`src/rtl/tfc_pkg.sv`:
```
// tfc_pkg: widths, register indexes, payload and flow-control types for transform_compose
// used by tfc_flow and transform_compose; no dependencies
package tfc_pkg;

	localparam int TRANS_W    = 32;
	localparam int QUAT_W     = 16;
	localparam int SCALE_W    = 16;
	localparam int Q_FRAC     = 14;
	localparam int S_FRAC     = 8;
	localparam int NUM_STAGES = 6;
	localparam int CFG_W      = TRANS_W;
	localparam int CFG_IDX_W  = 4;

	typedef enum logic [CFG_IDX_W-1:0] {
		REG_PARENT_TX    = 4'd0,
		REG_PARENT_TY    = 4'd1,
		REG_PARENT_TZ    = 4'd2,
		REG_PARENT_QX    = 4'd3,
		REG_PARENT_QY    = 4'd4,
		REG_PARENT_QZ    = 4'd5,
		REG_PARENT_QW    = 4'd6,
		REG_PARENT_SCALE = 4'd7
	} reg_idx_t;

	typedef struct packed {
		logic signed [TRANS_W-1:0] child_tx;
		logic signed [TRANS_W-1:0] child_ty;
		logic signed [TRANS_W-1:0] child_tz;
		logic signed [QUAT_W-1:0]  child_qx;
		logic signed [QUAT_W-1:0]  child_qy;
		logic signed [QUAT_W-1:0]  child_qz;
		logic signed [QUAT_W-1:0]  child_qw;
		logic        [SCALE_W-1:0] child_scale;
	} child_t;

	typedef struct packed {
		logic signed [TRANS_W-1:0] out_tx;
		logic signed [TRANS_W-1:0] out_ty;
		logic signed [TRANS_W-1:0] out_tz;
		logic signed [QUAT_W-1:0]  out_qx;
		logic signed [QUAT_W-1:0]  out_qy;
		logic signed [QUAT_W-1:0]  out_qz;
		logic signed [QUAT_W-1:0]  out_qw;
		logic        [SCALE_W-1:0] out_scale;
		logic                      saturated;
	} result_t;

	typedef struct packed {
		logic [NUM_STAGES-1:0] en;
		logic [NUM_STAGES-1:0] vld;
	} flow_t;

endpackage

```
`src/rtl/tfc_flow.sv`:
```
// tfc_flow: per-stage valid bits and load enables for the transform_compose pipeline
// depends on tfc_pkg; a bubble in any stage is filled even while the output is stalled
module tfc_flow (
	input  logic           clk,
	input  logic           arst_n,
	input  logic           child_valid,
	input  logic           result_stall,
	output tfc_pkg::flow_t flow
);

	localparam int N = tfc_pkg::NUM_STAGES;

	logic [N-1:0] vld_s;
	logic [N-1:0] en;
	logic         in_acc;
	logic         out_acc;

	always_comb begin
		en[N-1] = !vld_s[N-1] || !result_stall;
		for (int k = N - 2; k >= 0; k--) begin
			en[k] = !vld_s[k] || en[k+1];
		end
	end

	always_ff @(posedge clk or negedge arst_n) begin
		if (!arst_n) begin
			vld_s <= '0;
		end else begin
			if (en[0]) begin
				vld_s[0] <= child_valid;
			end
			for (int k = 1; k < N; k++) begin
				if (en[k]) begin
					vld_s[k] <= vld_s[k-1];
				end
			end
		end
	end

	assign flow.en  = en;
	assign flow.vld = vld_s;

	assign in_acc  = child_valid && en[0];
	assign out_acc = vld_s[N-1] && !result_stall;

	// input held off only when every stage is occupied
	a_stall_full: assert property (@(posedge clk) disable iff (!arst_n)
		!en[0] |-> (&vld_s))
		else $error("input stalled with a bubble in the pipeline");

	a_empty_first: assert property (@(posedge clk) disable iff (!arst_n)
		!vld_s[0] |-> en[0])
		else $error("empty first stage not loadable");

	// occupancy tracks requests in minus requests out
	a_count: assert property (@(posedge clk) disable iff (!arst_n)
		$past(arst_n) |-> ($countones(vld_s) ==
			$past($countones(vld_s)) + $past(in_acc) - $past(out_acc)))
		else $error("request lost or duplicated in pipeline");

endmodule

```
`config.mk`:
```
export PLATFORM = sky130hd
export DESIGN_NAME = tfc_flow
export DESIGN_NICKNAME = d
export VERILOG_FILES = /design/src/rtl/tfc_pkg.sv /design/src/rtl/tfc_flow.sv
export SDC_FILE = /design/constraint.sdc
export NUM_CORES = 1
export LEC_CHECK = 0
export ABC_AREA = 1
export BUFFER_PORTS_ARGS = -buffer_cell sky130_fd_sc_hd__buf_4
export CORE_AREA = 2 2 39 41
export DETAILED_ROUTE_END_ITERATION = 10
export DIE_AREA = 0 0 41 43
export MAX_ROUTING_LAYER = met4
export PLACE_DENSITY_LB_ADDON = 0.12
export SYNTH_ARGS = -nofsm -noshare
export SYNTH_HDL_FRONTEND = slang
export SYNTH_SLANG_ARGS = --single-unit
export TNS_END_PERCENT = 20
```
`constraint.sdc`:
```
create_clock -name clk -period 3.1 [get_ports clk]
set_clock_uncertainty 0.2 [all_clocks]
set_input_delay 0.465 -clock clk [delete_from_list [all_inputs] [get_ports clk]]
set_output_delay 0.465 -clock clk [all_outputs]
set_load 0.01 [all_outputs]
```
==> results.json, run 1 <==
{
  "drive_gt1_share_pct": 53.5,
  "p_total_mw": 0.245,
  "drc": 0,
  "status": "finished clean",
  "final_hold_viol_count": 0,
  "worstSkewPairLatency_ns": 0.24,
  "cp-end-kind": "output pin",
  "viasPerCell": 3.88,
  "rsz0062_at_grt": "no",
  "die_width_um": 41,
  "hold_ws_ns": 0.210,
  "fillCellCount": 159,
  "final_cell_mix": "buf_4 (15), nand2_1 (7), inv_1 (6), dfrtp_1 (6), clkbuf_4 (3)",
  "grt_pass1_vias": 228,
  "power_density_nw_per_um2": 591,
  "cts_buffer_depth": 2,
  "dp_hpwl_um": 463,
  "critPathMaxFanout": 5,
  "crit_type": "register to output pin",
  "comb_power_share_pct": 30.1,
  "syn_nets": 28,
  "vdd_drop_max_uv": 165,
  "n_antenna_cell": 0,
  "cts_tree": "done",
  "drv_cap": 0,
  "seq_power_share_pct": 40.9,
  "synth-seq-area-share_pct": 60.3,
  "final_common_cell": "buf_4",
  "grt_antenna_before_repair": 0,
  "die_y_um": 43,
  "syn-cell-area_um2": 249,
  "portBuffers": 15,
  "htreeDepth": 1,
  "hold_depth": 3,
  "finalSetupTns_ns": 0,
  "slew_violations": 0,
  "setup_viol": 0,
  "reg2regPathDepth": 3,
  "cp.depth": 4,
  "firstDrtPassIters": 4,
  "cp_num_buf_inv": 1,
  "layout_min_cycle_time_ns": 1.84,
  "crit_family": "simple AND/OR/NAND/NOR gates",
  "yosys.cell_types.count": 7,
  "largest_reg_flops": 6,
  "area_delta_synth_final_pct": 66.3,
  "drt_iter0_drc": 2,
  "worstMarginPinSlew_ns": 0.179,
  "gr-total-overflow": 0,
  "wire_per_inst_um": 10.1,
  "die-area_um2": 1760,
  "critical-path-max-stage-delay_ns": 0.37,
  "place.gp.congestion": 0.587,
  "worstPathArrival_ns": 1.18,
  "regMostFlops": "vld_s",
  "num_rows": 14,
  "drt-total-wl_um": 595,
  "p_leak_nw": 0.222,
  "p_sw_mw": 0.0745,
  "grt_pass1_wl_um": 986,
  "cts_buffers": 3,
  "synth_seq_cells": 6,
  "worstPathCellList": "nand3_2 > nor2_4 > nand4_2 > buf_4",
  "grt_start_max_net_pins": 7,
  "cp.required_ns": 2.43,
  "final_nets": 49,
  "hold_class": "input port to register",
  "avgSynthCellArea_um2": 10.4,
  "p_sw_share_pct": 30.5,
  "clkTransAtPathRegs_ns": 0.04,
  "postRouteAntennaNets": 0,
  "initial_utilization_pct": 18.0,
  "p_int_mw": 0.170,
  "reg.largest.list": "vld_s (6)",
  "ios": 16,
  "core_um2": 1380,
  "netlist_instances": 24,
  "fmax_mhz": 542,
  "relSlewSlack_pct": 88.0,
  "fin_crit_sh_pct": 59.5,
  "vias": 229,
  "crit_path_start_kind": "register",
  "synth_warnings": 0,
  "power_frac_clock_pct": 28.9,
  "grt_usage_pct": 9.39,
  "cts_sinks": 6,
  "cts_root_buffer": "clkbuf_4",
  "cp_slowest_cell": "dfrtp_1"
}
## through the flow
| stage | std cells | setup slack (ns) | utilization [%] | cell area [um^2] |
|---|---|---|---|---|
| after floorplan | 24 | 1.58 | - | 249 |
| after global placement | 55 | 1.36 | 27.6 | 382 |
| after detailed placement | 55 | 1.35 | 27.6 | 382 |
| after CTS | 59 | 1.24 | 29.9 | 414 |
| after global routing | 59 | 1.16 | 29.9 | 414 |
| final | 59 | 1.26 | 29.9 | 414 |
## tightest hold or removal path, stage by stage
cell	delay (ns)
buf_4	0.08
inv_1	0.03
nand2_1	0.05
## Yosys cell counts
cell type / n / area, um^2
dfrtp_1: 6 / 150
inv_1: 6 / 22.5
nand2_1: 7 / 26.3
nand3_2: 2 / 20.0
nand4_2: 1 / 12.5
nor2_4: 1 / 11.3
or2_2: 1 / 6.26
## final timing paths
kind,from,end,slack (ns)
max,vld_s[5]$_DFFE_PN0P_,flow[6],1.26
min,child_valid,vld_s[0]$_DFFE_PN0P_,0.21
max reg2reg,vld_s[5]$_DFFE_PN0P_,vld_s[3]$_DFFE_PN0P_,1.94
min reg2reg,vld_s[4]$_DFFE_PN0P_,vld_s[5]$_DFFE_PN0P_,0.31
max in group asynchronous,arst_n,vld_s[0]$_DFFE_PN0P_,2.21
min in group asynchronous,arst_n,vld_s[3]$_DFFE_PN0P_,0.37
## timing repair
action,in CTS,in global routing
hold buffers,1,0
endpoints found under the hold margin,6,0
buffers inserted,0,0
gates resized for setup,0,0
## area by class of cell
| cell class | instances | area (um^2) | area share, % |
|---|---|---|---|
| inverters | 6 | 22.5 | 5.44 |
| clock buffers | 3 | 22.5 | 5.44 |
| multi-input cells | 12 | 76.3 | 18.4 |
| flip-flops and latches | 6 | 150 | 36.3 |
| well taps | 16 | 20.0 | 4.83 |
| repair buffers | 16 | 123 | 29.6 |
## power by group through the flow
stage | Sequential, mW | Combinational (mW) | Clock, mW
3_5_place_dp | 0.101 | 0.0737 | 0
6_report | 0.100 | 0.0737 | 0.0707
2_1_floorplan | 0.105 | 0.0283 | 0
4_1_cts | 0.100 | 0.0750 | 0.0762
5_1_grt | 0.102 | 0.0820 | 0.0841
3_3_place_gp | 0.100 | 0.0733 | 0
## layer usage
metal / track usage, % / vias to the layer above / routed length, um / share of wire [%]
met5: - / - / 0 / 0
met4: 8.00 / 0 / 0 / 0
met3: 4.71 / 0 / 74 / 12
met2: 11.3 / 14 / 262 / 44
met1: 11.0 / 105 / 258 / 43
li1: - / 110 / - / -
## cells by family (layout without fill, tap and decap cells)
| logic type | count (synthesis) | count (layout) | share of synthesized area [%] |
|---|---|---|---|
| and+or+nand+nor | 12 | 12 | 30.7 |
| DFF | 6 | 6 | 60.3 |
| buffers and inverters | 6 | 25 | 9.04 |
No activity file was read; power rests on OpenSTA's default activity.
==> inputs of run 2 (changes only) <==
- clock period: 3.1 -> 1.5 ns (I/O delays scaled with it)
==> results.json, run 2 (same netlist as run 1, synthesis figures left out) <==
{
  "status": "finished with violations",
  "violations": "setup timing",
  "drt_iter0_drc": 0,
  "die-area_um2": 1760,
  "cts_buffer_depth": 2,
  "ios": 16,
  "fillCellCount": 144,
  "hold_class": "input port to register",
  "reg2regPathDepth": 3,
  "cp-end-kind": "output pin",
  "htreeDepth": 1,
  "wl_met1_um": 259,
  "cp.required_ns": 1.07,
  "worstPathArrival_ns": 1.13,
  "cts_tree": "done",
  "grt_usage_pct": 8.81,
  "die_width_um": 41,
  "postRouteAntennaNets": 0,
  "p_sw_mw": 0.164,
  "rsz0062_at_grt": "yes",
  "final_hold_viol_count": 0,
  "n_antenna_cell": 0,
  "cp_num_buf_inv": 1,
  "final_cell_area_um2": 478,
  "firstDrtPassIters": 1,
  "portBuffers": 15,
  "p_sw_share_pct": 30.3,
  "drc": 0,
  "finalSetupTns_ns": -0.123,
  "worstSkewPairLatency_ns": 0.24,
  "hold_ws_ns": 0.0260,
  "grt_start_max_net_pins": 7,
  "drv_cap": 0,
  "cp_slowest_cell": "dfrtp_1",
  "grt_pass1_wl_um": 945,
  "final_nets": 54,
  "r2r-start": "vld_s[3]$_DFFE_PN0P_",
  "worstReg2RegEnd": "vld_s[3]$_DFFE_PN0P_",
  "comb_power_share_pct": 34.6,
  "cts_root_buffer": "clkbuf_4",
  "fin_util_pct": 34.5,
  "reg.largest.list": "vld_s (6)",
  "drive_gt1_share_pct": 56.3,
  "top_layer": "met3",
  "wl_met3_um": 80,
  "largest_reg_flops": 6,
  "min_from": "result_stall",
  "dp_hpwl_um": 415,
  "stdcell_count": 64,
  "rrSetupSlack_ns": 0.37,
  "power_frac_clock_pct": 26.7,
  "worst_slack_ns": -0.0525,
  "critPathMaxFanout": 5,
  "worstMarginPinSlew_ns": 0.227,
  "final_cell_mix": "buf_4 (15), nand2_1 (7), inv_1 (6), dfrtp_1 (6), buf_6 (4)",
  "vdd_drop_max_uv": 454,
  "hold_depth": 3,
  "dp_cells": 55,
  "num_rows": 14,
  "vias": 242,
  "post-place-ws_ns": 0.139,
  "slew_violations": 0,
  "place.gp.congestion": 0.581,
  "cts_buffers": 3,
  "crit_type": "register to output pin",
  "place_area_um2": 382,
  "area_delta_synth_final_pct": 92.0,
  "initial_utilization_pct": 18.0,
  "p_leak_nw": 0.249,
  "power_density_nw_per_um2": 1130,
  "min_to": "vld_s[5]$_DFFE_PN0P_",
  "p_int_mw": 0.378,
  "regMostFlops": "vld_s",
  "crit_family": "simple AND/OR/NAND/NOR gates",
  "met2_length_um": 274,
  "core_um2": 1380,
  "grt_pass1_vias": 237,
  "fmax_mhz": 644,
  "gr-total-overflow": 0,
  "cts_sinks": 6,
  "setup_viol": 3,
  "clkTransAtPathRegs_ns": 0.04,
  "relSlewSlack_pct": 84.9,
  "critical-path-max-stage-delay_ns": 0.35,
  "seq_power_share_pct": 38.7,
  "p_total_mw": 0.542,
  "final_common_cell": "buf_4",
  "cp_common_cell": "nand3_2",
  "wire_per_inst_um": 9.58,
  "viasPerCell": 3.78,
  "crit_path_start_kind": "register",
  "worstPathCellList": "nand3_2 > nor2_4 > nand3_2 > buf_6",
  "layout_min_cycle_time_ns": 1.55,
  "fin_crit_sh_pct": 103,
  "drt-total-wl_um": 613,
  "die_y_um": 43,
  "grt_antenna_before_repair": 0
}
## run 2: cell types whose count changed in the layout (fill, tap and decap cells not counted)
cell           delta
buf_6             +4
dlygate4sd3_1     +1
nand4_2           -1
nand4_4           +1
## run 2: area by class of cell
cell class                      instances  area (um^2)  share of cell area [%]
Clock buffer                            3         22.5                    4.71
Inverter                                6         22.5                    4.71
Multi-Input combinational cell         12         85.1                    17.8
Sequential cell                         6          150                    31.4
Tap cell                               16         20.0                    4.19
Timing Repair Buffer                   21          178                    37.2
## run 2: power groups by stage
| stage | clock network, mW | registers, mW | logic, mW |
|---|---|---|---|
| finish | 0.145 | 0.209 | 0.188 |
| global route | 0.165 | 0.212 | 0.205 |
| CTS | 0.154 | 0.208 | 0.187 |
| detailed placement | 0 | 0.209 | 0.152 |
| global placement | 0 | 0.208 | 0.152 |
| floorplan | 0 | 0.217 | 0.0584 |
## run 2: routing by layer
metal | global-route usage (%) | vias to the layer above
met1 | 9.87 | 107
met3 | 4.71 | 0
li1 | - | 121
met2 | 10.6 | 14
met5 | - | -
met4 | 8.00 | 0
## run 2: repair_timing
action / in CTS / in global routing
pin swaps: 2 / 1
buffers inserted: 3 / 1
endpoints found under the hold margin: 7 / 0
setup endpoints to repair: 4 / 4
gates resized for setup: 5 / 0
hold buffers: 2 / 0
## run 2: worst reg2reg max path: stages (launching register included)
cell	delay [ns]
dfrtp_1	0.37
inv_1	0.11
nor2_4	0.07
or2_2	0.27
## run 2: worst max-delay path by stage
stage / from / to / cells after the start
after global routing: vld_s[5]$_DFFE_PN0P_ / flow[6] / 4
after global placement: vld_s[4]$_DFFE_PN0P_ / flow[6] / 4
after detailed placement: vld_s[4]$_DFFE_PN0P_ / flow[6] / 4
after CTS: vld_s[5]$_DFFE_PN0P_ / flow[6] / 4
after floorplan: vld_s[5]$_DFFE_PN0P_ / flow[6] / 3
final: vld_s[5]$_DFFE_PN0P_ / flow[7] / 4
